<file path="config.mk">
export PLATFORM = sky130hd
export DESIGN_NAME = base_limit_register_cpu_executor_core
export DESIGN_NICKNAME = d
export VERILOG_FILES = /design/src/rtl/blrc_pkg.sv /design/src/rtl/blrc_decode.sv /design/src/rtl/blrc_fifo.sv /design/src/rtl/blrc_exec.sv /design/src/rtl/base_limit_register_cpu_executor_core.sv
export SDC_FILE = /design/constraint.sdc
export NUM_CORES = 2
export LEC_CHECK = 0
export ABC_CLOCK_PERIOD_IN_PS = 7800
export BUFFER_PORTS_ARGS = -buffer_cell sky130_fd_sc_hd__buf_2
export CAP_MARGIN = 15
export CORE_AREA = 2 2 507 383
export CTS_CLUSTER_SIZE = 10
export DETAILED_ROUTE_END_ITERATION = 12
export DIE_AREA = 0 0 509 385
export PLACE_DENSITY = 0.48
export SLEW_MARGIN = 40
export SYNTH_ARGS = -nofsm -noshare
export SYNTH_HDL_FRONTEND = slang
export SYNTH_SLANG_ARGS = --single-unit
</file>
<file path="constraint.sdc">
create_clock -name clk -period 7.8 [get_ports clk]
set_input_delay 0.39 -clock clk [delete_from_list [all_inputs] [get_ports clk]]
set_output_delay 0.39 -clock clk [all_outputs]
set_load 0.005 [all_outputs]
</file>
<file path="src/rtl/blrc_pkg.sv">
// Shared types and codes for the base/limit register CPU executor.
// Used by every module under rtl; depends on nothing else.
package blrc_pkg;

	localparam int QUEUE_DEPTH = 2;
	localparam int CFG_INDEX_W = 2;
	localparam logic [32:0] ACCESS_BYTES = 33'd4;

	// Command codes as they arrive on the input.
	localparam logic [3:0] CMD_SET     = 4'd0;
	localparam logic [3:0] CMD_ADD     = 4'd1;
	localparam logic [3:0] CMD_SUB     = 4'd2;
	localparam logic [3:0] CMD_JNZ     = 4'd3;
	localparam logic [3:0] CMD_LOAD    = 4'd4;
	localparam logic [3:0] CMD_STORE   = 4'd5;
	localparam logic [3:0] CMD_LOG     = 4'd6;
	localparam logic [3:0] CMD_SYSCALL = 4'd7;
	localparam logic [3:0] CMD_LDRET   = 4'd9;
	localparam logic [3:0] CMD_START   = 4'd10;

	// Configuration register indexes.
	localparam logic [CFG_INDEX_W-1:0] CFG_SEG_BASE  = 2'd0;
	localparam logic [CFG_INDEX_W-1:0] CFG_SEG_LIMIT = 2'd1;

	localparam logic [1:0] MEM_NONE  = 2'd0;
	localparam logic [1:0] MEM_READ  = 2'd1;
	localparam logic [1:0] MEM_WRITE = 2'd2;

	localparam logic [1:0] STOP_SYSCALL = 2'd0;
	localparam logic [1:0] STOP_SEGV    = 2'd1;
	localparam logic [1:0] STOP_IRQ     = 2'd2;
	localparam logic [1:0] STOP_BADOP   = 2'd3;

	typedef enum logic [3:0] {
		OP_SET,
		OP_ADD,
		OP_SUB,
		OP_JNZ,
		OP_LOAD,
		OP_STORE,
		OP_LOG,
		OP_SYSCALL,
		OP_BAD,
		OP_LDRET,
		OP_START
	} op_t;

	typedef struct packed {
		logic [3:0]  command;
		logic [2:0]  reg_a;
		logic [2:0]  reg_b;
		logic [31:0] immediate;
		logic [3:0]  syscall_kind;
		logic        interrupt_pending;
		logic [31:0] load_data;
	} instr_t;

	typedef struct packed {
		op_t         op;
		logic [2:0]  reg_a;
		logic [2:0]  reg_b;
		logic [31:0] immediate;
		logic [3:0]  syscall_kind;
		logic        interrupt_pending;
		logic [31:0] load_data;
	} dec_t;

	typedef struct packed {
		logic [31:0] fetch_pc;
		logic [1:0]  mem_request;
		logic [31:0] phys_addr;
		logic [31:0] write_data;
		logic        log_valid;
		logic [31:0] log_value;
		logic        stopped;
		logic [1:0]  stop_reason;
		logic [3:0]  syscall_out;
	} result_t;

endpackage

</file>
<file path="src/rtl/blrc_decode.sv">
// Front end: classifies an incoming instruction into an operation class.
// Depends on blrc_pkg.
module blrc_decode
	import blrc_pkg::*;
(
	input  instr_t instr,
	output dec_t   dec
);

	always_comb begin
		dec.reg_a             = instr.reg_a;
		dec.reg_b             = instr.reg_b;
		dec.immediate         = instr.immediate;
		dec.syscall_kind      = instr.syscall_kind;
		dec.interrupt_pending = instr.interrupt_pending;
		dec.load_data         = instr.load_data;
		case (instr.command)
			CMD_SET:     dec.op = OP_SET;
			CMD_ADD:     dec.op = OP_ADD;
			CMD_SUB:     dec.op = OP_SUB;
			CMD_JNZ:     dec.op = OP_JNZ;
			CMD_LOAD:    dec.op = OP_LOAD;
			CMD_STORE:   dec.op = OP_STORE;
			CMD_LOG:     dec.op = OP_LOG;
			CMD_SYSCALL: dec.op = OP_SYSCALL;
			CMD_LDRET:   dec.op = OP_LDRET;
			CMD_START:   dec.op = OP_START;
			default:     dec.op = OP_BAD;
		endcase
	end

endmodule

</file>
<file path="src/rtl/blrc_fifo.sv">
// Small synchronous queue used between the front end, the execute stage and the output.
// Depends on blrc_pkg only for the common import convention.
module blrc_fifo
	import blrc_pkg::*;
#(
	parameter int WIDTH = 8,
	parameter int DEPTH = 2
) (
	input  logic             clk,
	input  logic             arst_n,
	input  logic             push,
	input  logic [WIDTH-1:0] wdata,
	output logic             full,
	input  logic             pop,
	output logic [WIDTH-1:0] rdata,
	output logic             empty
);

	localparam int PTR_W = (DEPTH > 1) ? $clog2(DEPTH) : 1;
	localparam int CNT_W = $clog2(DEPTH + 1);

	logic [WIDTH-1:0] mem_q [DEPTH];
	logic [PTR_W-1:0] wp_q;
	logic [PTR_W-1:0] rp_q;
	logic [CNT_W-1:0] count_q;
	logic             do_push;
	logic             do_pop;

	assign full    = (count_q == CNT_W'(DEPTH));
	assign empty   = (count_q == '0);
	assign do_push = push && !full;
	assign do_pop  = pop && !empty;
	assign rdata   = mem_q[rp_q];

	always_ff @(posedge clk) begin
		if (do_push) begin
			mem_q[wp_q] <= wdata;
		end
	end

	always_ff @(posedge clk or negedge arst_n) begin
		if (!arst_n) begin
			wp_q    <= '0;
			rp_q    <= '0;
			count_q <= '0;
		end else begin
			if (do_push) begin
				wp_q <= (wp_q == PTR_W'(DEPTH - 1)) ? '0 : wp_q + 1'b1;
			end
			if (do_pop) begin
				rp_q <= (rp_q == PTR_W'(DEPTH - 1)) ? '0 : rp_q + 1'b1;
			end
			if (do_push && !do_pop) begin
				count_q <= count_q + 1'b1;
			end else if (do_pop && !do_push) begin
				count_q <= count_q - 1'b1;
			end
		end
	end

endmodule

</file>
<file path="src/rtl/blrc_exec.sv">
// Back end: register file, program counter, segment registers and the execute step.
// Depends on blrc_pkg.
module blrc_exec
	import blrc_pkg::*;
#(
	parameter int NUM_REGS = 8
) (
	input  logic                   clk,
	input  logic                   arst_n,
	input  logic                   in_valid,
	input  dec_t                   dec,
	input  logic                   out_ready,
	output logic                   fire,
	output result_t                res,
	input  logic                   cfg_valid,
	input  logic [CFG_INDEX_W-1:0] cfg_index,
	input  logic [31:0]            cfg_data
);

	localparam int RIDX_W = (NUM_REGS > 1) ? $clog2(NUM_REGS) : 1;

	logic [31:0] regs_q [NUM_REGS];
	logic [31:0] pc_q;
	logic        running_q;
	logic [2:0]  ld_dest_q;
	logic [31:0] seg_base_q;
	logic [31:0] seg_limit_q;

	logic        ra_ok, rb_ok, ld_ok;
	logic [31:0] a_val, b_val;
	logic [31:0] pc_d;
	logic        running_d;
	logic        ld_dest_en;
	logic        wr_en;
	logic [2:0]  wr_sel;
	logic [31:0] wr_data;
	logic [31:0] mem_addr;
	logic        legal;
	logic        stop_d;

	assign fire  = in_valid && out_ready;
	assign ra_ok = (32'(dec.reg_a) < NUM_REGS);
	assign rb_ok = (32'(dec.reg_b) < NUM_REGS);
	assign ld_ok = (32'(ld_dest_q) < NUM_REGS);
	assign a_val = ra_ok ? regs_q[RIDX_W'(dec.reg_a)] : '0;
	assign b_val = rb_ok ? regs_q[RIDX_W'(dec.reg_b)] : '0;

	// Store takes its address from reg_a, load from reg_b.
	assign mem_addr = (dec.op == OP_STORE) ? a_val : b_val;
	// The check is done one bit wider so that an address near the top cannot wrap.
	assign legal    = ({1'b0, mem_addr} + ACCESS_BYTES) <= {1'b0, seg_limit_q};

	always_comb begin
		pc_d       = pc_q;
		running_d  = running_q;
		ld_dest_en = 1'b0;
		wr_en      = 1'b0;
		wr_sel     = dec.reg_a;
		wr_data    = dec.immediate;
		stop_d     = 1'b0;
		res        = '0;
		case (dec.op)
			OP_START: begin
				pc_d      = dec.immediate;
				running_d = 1'b1;
			end
			OP_LDRET: begin
				wr_en   = ld_ok;
				wr_sel  = ld_dest_q;
				wr_data = dec.load_data;
			end
			default: begin
				if (running_q) begin
					pc_d = pc_q + 32'd1;
					case (dec.op)
						OP_SET: begin
							wr_en = ra_ok;
						end
						OP_ADD: begin
							wr_en   = ra_ok;
							wr_data = a_val + b_val;
						end
						OP_SUB: begin
							wr_en   = ra_ok;
							wr_data = a_val - b_val;
						end
						OP_JNZ: begin
							if (a_val != '0) begin
								pc_d = dec.immediate;
							end
						end
						OP_LOAD, OP_STORE: begin
							if (legal) begin
								res.mem_request = (dec.op == OP_LOAD) ? MEM_READ : MEM_WRITE;
								res.phys_addr   = seg_base_q + mem_addr;
								res.write_data  = (dec.op == OP_STORE) ? b_val : '0;
								ld_dest_en      = (dec.op == OP_LOAD);
							end else begin
								stop_d          = 1'b1;
								res.stop_reason = STOP_SEGV;
							end
						end
						OP_LOG: begin
							res.log_valid = 1'b1;
							res.log_value = a_val;
						end
						OP_SYSCALL: begin
							stop_d          = 1'b1;
							res.stop_reason = STOP_SYSCALL;
							res.syscall_out = dec.syscall_kind;
						end
						default: begin
							stop_d          = 1'b1;
							res.stop_reason = STOP_BADOP;
						end
					endcase
					// A stop caused by the instruction itself wins over the interrupt.
					if (stop_d) begin
						running_d = 1'b0;
					end else if (dec.interrupt_pending) begin
						running_d       = 1'b0;
						stop_d          = 1'b1;
						res.stop_reason = STOP_IRQ;
					end
				end
			end
		endcase
		res.stopped  = stop_d;
		res.fetch_pc = pc_d;
	end

	always_ff @(posedge clk or negedge arst_n) begin
		if (!arst_n) begin
			for (int i = 0; i < NUM_REGS; i++) begin
				regs_q[i] <= '0;
			end
			pc_q        <= '0;
			running_q   <= 1'b0;
			ld_dest_q   <= '0;
			seg_base_q  <= '0;
			seg_limit_q <= '0;
		end else begin
			if (fire) begin
				pc_q      <= pc_d;
				running_q <= running_d;
				if (ld_dest_en) begin
					ld_dest_q <= dec.reg_a;
				end
				if (wr_en) begin
					regs_q[RIDX_W'(wr_sel)] <= wr_data;
				end
			end
			if (cfg_valid) begin
				case (cfg_index)
					CFG_SEG_BASE:  seg_base_q  <= cfg_data;
					CFG_SEG_LIMIT: seg_limit_q <= cfg_data;
					default: ;
				endcase
			end
		end
	end

endmodule

</file>
<file path="src/rtl/base_limit_register_cpu_executor_core.sv">
// Base/limit register CPU executor: decode, instruction queue, execute, result queue.
// A request is registered in the instruction queue, then executed, and its result is registered in the result queue.
// Throughput: one request per cycle while a request is queued and the result queue has room, set by the execute loop
// (register read, add or bounds compare, register and program counter write back).
// Reset clears the register file, program counter, run flag, segment registers and queues.
module base_limit_register_cpu_executor_core
	import blrc_pkg::*;
#(
	parameter int NUM_REGS = 8
) (
	input  logic                   clk,
	input  logic                   arst_n,
	input  logic                   push,
	output logic                   full,
	input  instr_t                 instr,
	output logic                   empty,
	input  logic                   pop,
	output result_t                result,
	input  logic                   cfg_valid,
	output logic                   cfg_ready,
	input  logic [CFG_INDEX_W-1:0] cfg_index,
	input  logic [31:0]            cfg_data
);

	dec_t    dec_in;
	dec_t    dec_q;
	logic    iq_empty;
	logic    rq_full;
	logic    exe_fire;
	result_t exe_res;

	assign cfg_ready = 1'b1;

	blrc_decode u_decode (
		.instr (instr),
		.dec   (dec_in)
	);

	blrc_fifo #(
		.WIDTH ($bits(dec_t)),
		.DEPTH (QUEUE_DEPTH)
	) u_instr_queue (
		.clk    (clk),
		.arst_n (arst_n),
		.push   (push),
		.wdata  (dec_in),
		.full   (full),
		.pop    (exe_fire),
		.rdata  (dec_q),
		.empty  (iq_empty)
	);

	blrc_exec #(
		.NUM_REGS (NUM_REGS)
	) u_exec (
		.clk       (clk),
		.arst_n    (arst_n),
		.in_valid  (!iq_empty),
		.dec       (dec_q),
		.out_ready (!rq_full),
		.fire      (exe_fire),
		.res       (exe_res),
		.cfg_valid (cfg_valid && cfg_ready),
		.cfg_index (cfg_index),
		.cfg_data  (cfg_data)
	);

	blrc_fifo #(
		.WIDTH ($bits(result_t)),
		.DEPTH (QUEUE_DEPTH)
	) u_result_queue (
		.clk    (clk),
		.arst_n (arst_n),
		.push   (exe_fire),
		.wdata  (exe_res),
		.full   (rq_full),
		.pop    (pop),
		.rdata  (result),
		.empty  (empty)
	);

	// The execute stage only moves a request when both queues allow it.
	assert property (@(posedge clk) disable iff (!arst_n)
		exe_fire |-> (!iq_empty && !rq_full))
		else $error("execute fired without an instruction or result slot");

	// Without a stop, no reason or system call code is reported.
	assert property (@(posedge clk) disable iff (!arst_n)
		(!empty && !result.stopped) |-> (result.stop_reason == STOP_SYSCALL &&
			result.syscall_out == 4'd0))
		else $error("stop reason reported without a stop");

	// A memory request goes out only alone or together with an interrupt stop.
	assert property (@(posedge clk) disable iff (!arst_n)
		(!empty && result.mem_request != MEM_NONE) |->
			(!result.log_valid && (!result.stopped || result.stop_reason == STOP_IRQ)))
		else $error("memory request combined with a fault or log");

endmodule

</file>
==> metrics.txt <==
PortBufs approximately 260; number of antenna violations at the first check in global routing 15; Period minus WS final between 7000 and 8000 ps; number of design-rule violations left by the first detailed-router iteration between 4000 and 5000; clock-pin slew reported for the worst setup and hold paths after clock tree synthesis roughly 60 ps; Clock Latency Late Sink ~730 ps; cell type contributing the most total cell area after synthesis edfxtp_1; Vias per Instance 5.244; WS Path Type flip-flop to flip-flop; number of H-tree levels 3; Die Footprint around 200000 µm²; Yosys reg bits ~800; CTS Root Cell clkbuf_16; Worst Setup Start Kind flip-flop; number of nets with antenna violations after detailed routing 0; clock tree from TritonCTS yes; biggest area contributors in the synthesized netlist edfxtp_1 29%, dfrtp_1 20%, mux2_2 6.6%; Highest Clock Rate 130.5 MHz; number of nets in the finished design 5169; endpoint kind of the worst setup timing path flip-flop; Post-synth ARST share between 40% and 50%; initial cell density of the core between 20% and 30%; reg-to-reg slack, setup about 140 ps; Post-Place Cells approximately 7300; RSZ-0062 raised after global routing false; total via count in the routed design about 40000; count of synthesis-stage warnings from yosys 0; total count of hold-check failures in the final report 0; setup total negative slack 0 ps; required time of the critical path ~8300 ps; die extent in x roughly 500 µm; area growth from synthesis to layout 20.11%; Post-Synthesis Mean Instance Area ~10 µm²; fraction of layout cells with a size suffix above 1 a little under a fifth; pins over their slew limit 0; total power draw 29920 µW; slew at the pin closest to its max-slew limit 977.5 ps; beginning of the worst register-to-register path u_instr_queue.rp_q; wire length of the first global-routing pass around 280 mm; Mapped Nets ~4800; PD cells about 550 nW/µm²; Rows 139; Yosys cell types 96; post-layout utilization of the core between 20% and 30%; total I/O pin count 259; maximum buffer depth of the clock tree 3; number of failing setup endpoints in the final timing report 0; hpwl dp 142.2 mm; leading cell type in the layout, fill and taps excluded nand2_1; skew final 42.37 ps; sequential fraction of the synthesis area 48.56%; vertical die dimension ~390 µm; worst slew slack as a fraction of its limit 34.33%; routability congestion estimate around 0.95; cts bufs inserted between 90 and 100; share of the clock period used by the worst path after layout a little under 100%; Global Route Usage Sum around 19%; top library cells by usage in the layout, fill and taps aside 653 x nand2_1, 434 x edfxtp_1, 396 x o21ai_0; peak fanout along the critical path 32; average wire per standard cell between 20 and 30 µm; pin count of the biggest net entering global routing between 100 and 150; synthesized cell area roughly 46000 µm²; min-delay worst type input pin to flip-flop; share of Yosys cell area claimed by the top area cell type 28.58%; via count of the first global-routing pass between 30000 and 40000; Core Region 190800 µm²; most used flip-flop cell after synthesis edfxtp_1; aggregate global routing overflow 0; run status finished clean; Arr. time, crit path just over 8000 ps; standby leakage power between 0.02 and 0.025 µW; critical hold path startpoint instr[75]; # clock sinks approximately 800; number of standard cells in the layout, taps in and fillers out between 7000 and 8000; number of DRC violations after detailed routing 0; Detailed Route WL 195.3 mm; iteration count of the initial detailed-routing pass 6; peak supply drop 0.5067 mV; Critical Path Source u_instr_queue.rp_q; cell count after synthesis 4570; Max-cap violations 0; Post-synth EDFFs roughly 430; Filler cells roughly 20000
## flip-flops by register name, indices dropped and copies added (netlist names), 2 cells and up
| signal | flops |
|---|---|
| u_exec.ld_dest_q | 3 |
| u_exec.pc_q | 32 |
| u_exec.regs_q | 256 |
| u_exec.seg_base_q | 32 |
| u_exec.seg_limit_q | 32 |
| u_instr_queue.count_q | 2 |
| u_instr_queue.mem_q | 158 |
| u_result_queue.count_q | 2 |
| u_result_queue.mem_q | 276 |
## Yosys cell counts, types with 56 or more instances
cell type,count
a21o_1,75
edfxtp_1,434
nor2b_1,56
nand2_1,655
and2_1,65
nor2_1,237
inv_1,146
buf_2,104
dfrtp_1,364
o21ai_0,404
ha_1,99
mux2_2,266
clkbuf_1,153
mux2i_1,110
xnor2_1,65
o211ai_1,128
nand3_1,104
a211oi_1,89
a21oi_1,285
## what timing repair did
| item | in CTS | in global routing |
|---|---|---|
| hold buffers | 111 | 0 |
| resized for setup | 0 | 1 |
| endpoints found under the hold margin | 304 | 0 |
| setup endpoints to repair | 0 | 2 |
| setup buffers | 0 | 0 |
## cells by family (layout without fill, tap and decap cells)
logic type                 count (synthesis)  in the layout  share of synthesized area, %
AOI/OAI and AO/OA                       1364           1364                         19.08
other                                      1              3                      0.008225
adders and majority gates                101            101                         2.805
xor gates and xnor gates                 119            119                         2.286
and+or+nand+nor                         1346           1346                         13.37
muxes                                    393            393                         9.687
DFF                                      798            798                         48.56
buffers and inverters                    448            902                         4.207
## report_power, final
group | switching, µW | total (µW) | internal (µW)
sequential | 1100 | 7420 | 6320
clock | 1860 | 4160 | 2310
combinational | 12000 | 18300 | 6360
## per-stage QoR
step           setup WS, ps  hold slack, ps  instance area (µm²)
2_1_floorplan         604.9           94.41                45600
3_3_place_gp          543.0           463.4                50650
3_5_place_dp          366.5           318.0                50830
4_1_cts               328.9           45.65                54700
5_1_grt               15.03           59.02                54770
6_report              138.8           80.90                54770
## cell type report
| type | instances | area (µm²) | share of cell area (%) |
|---|---|---|---|
| Timing Repair Buffer | 586 | 4349 | 7.942 |
| Antenna cell | 2 | 5.005 | 0.009139 |
| Clock inverter | 11 | 157.7 | 0.2879 |
| Multi-Input combinational cell | 3324 | 21770 | 39.74 |
| Sequential cell | 798 | 22150 | 40.44 |
| Tap cell | 2538 | 3176 | 5.799 |
| Inverter | 148 | 555.5 | 1.014 |
| Clock buffer | 157 | 2608 | 4.761 |
## routing by layer
metal | global-route usage (%) | vias up | wire, µm
li1 | - | 17610 | -
met1 | 29.38 | 19900 | 93420
met2 | 27.10 | 1879 | 78940
met3 | 4.698 | 262 | 18310
met4 | 4.497 | 12 | 4530
met5 | 0 | - | 89
## worst max-delay path, stage by stage (launching register included)
cell	delay, ps
dfrtp_4	750
buf_4	390
nand2_4	280
nand2_1	420
nand2_1	90
a32oi_1	480
o21ai_0	410
o32ai_1	680
buf_4	230
nand4_1	250
nor2_1	290
and3_1	280
nand2_1	90
xnor2_1	140
ha_1	270
and4_1	210
a2111oi_0	480
nand2_1	110
a211oi_1	190
nor2_1	150
nor3_1	290
nand2_2	130
buf_4	270
nor4_1	490
## worst paths after layout
check	end	cells after the start
min in group asynchronous	u_exec.regs_q[161]	2
setup reg to reg	u_result_queue.mem_q[0][103]	23
hold / removal	u_instr_queue.mem_q[1][75]	2
hold reg to reg	u_exec.regs_q[161]	2
setup / recovery	u_result_queue.mem_q[0][103]	23
max in group asynchronous	u_exec.regs_q[24]	4
(Power assumes the default switching activity.)
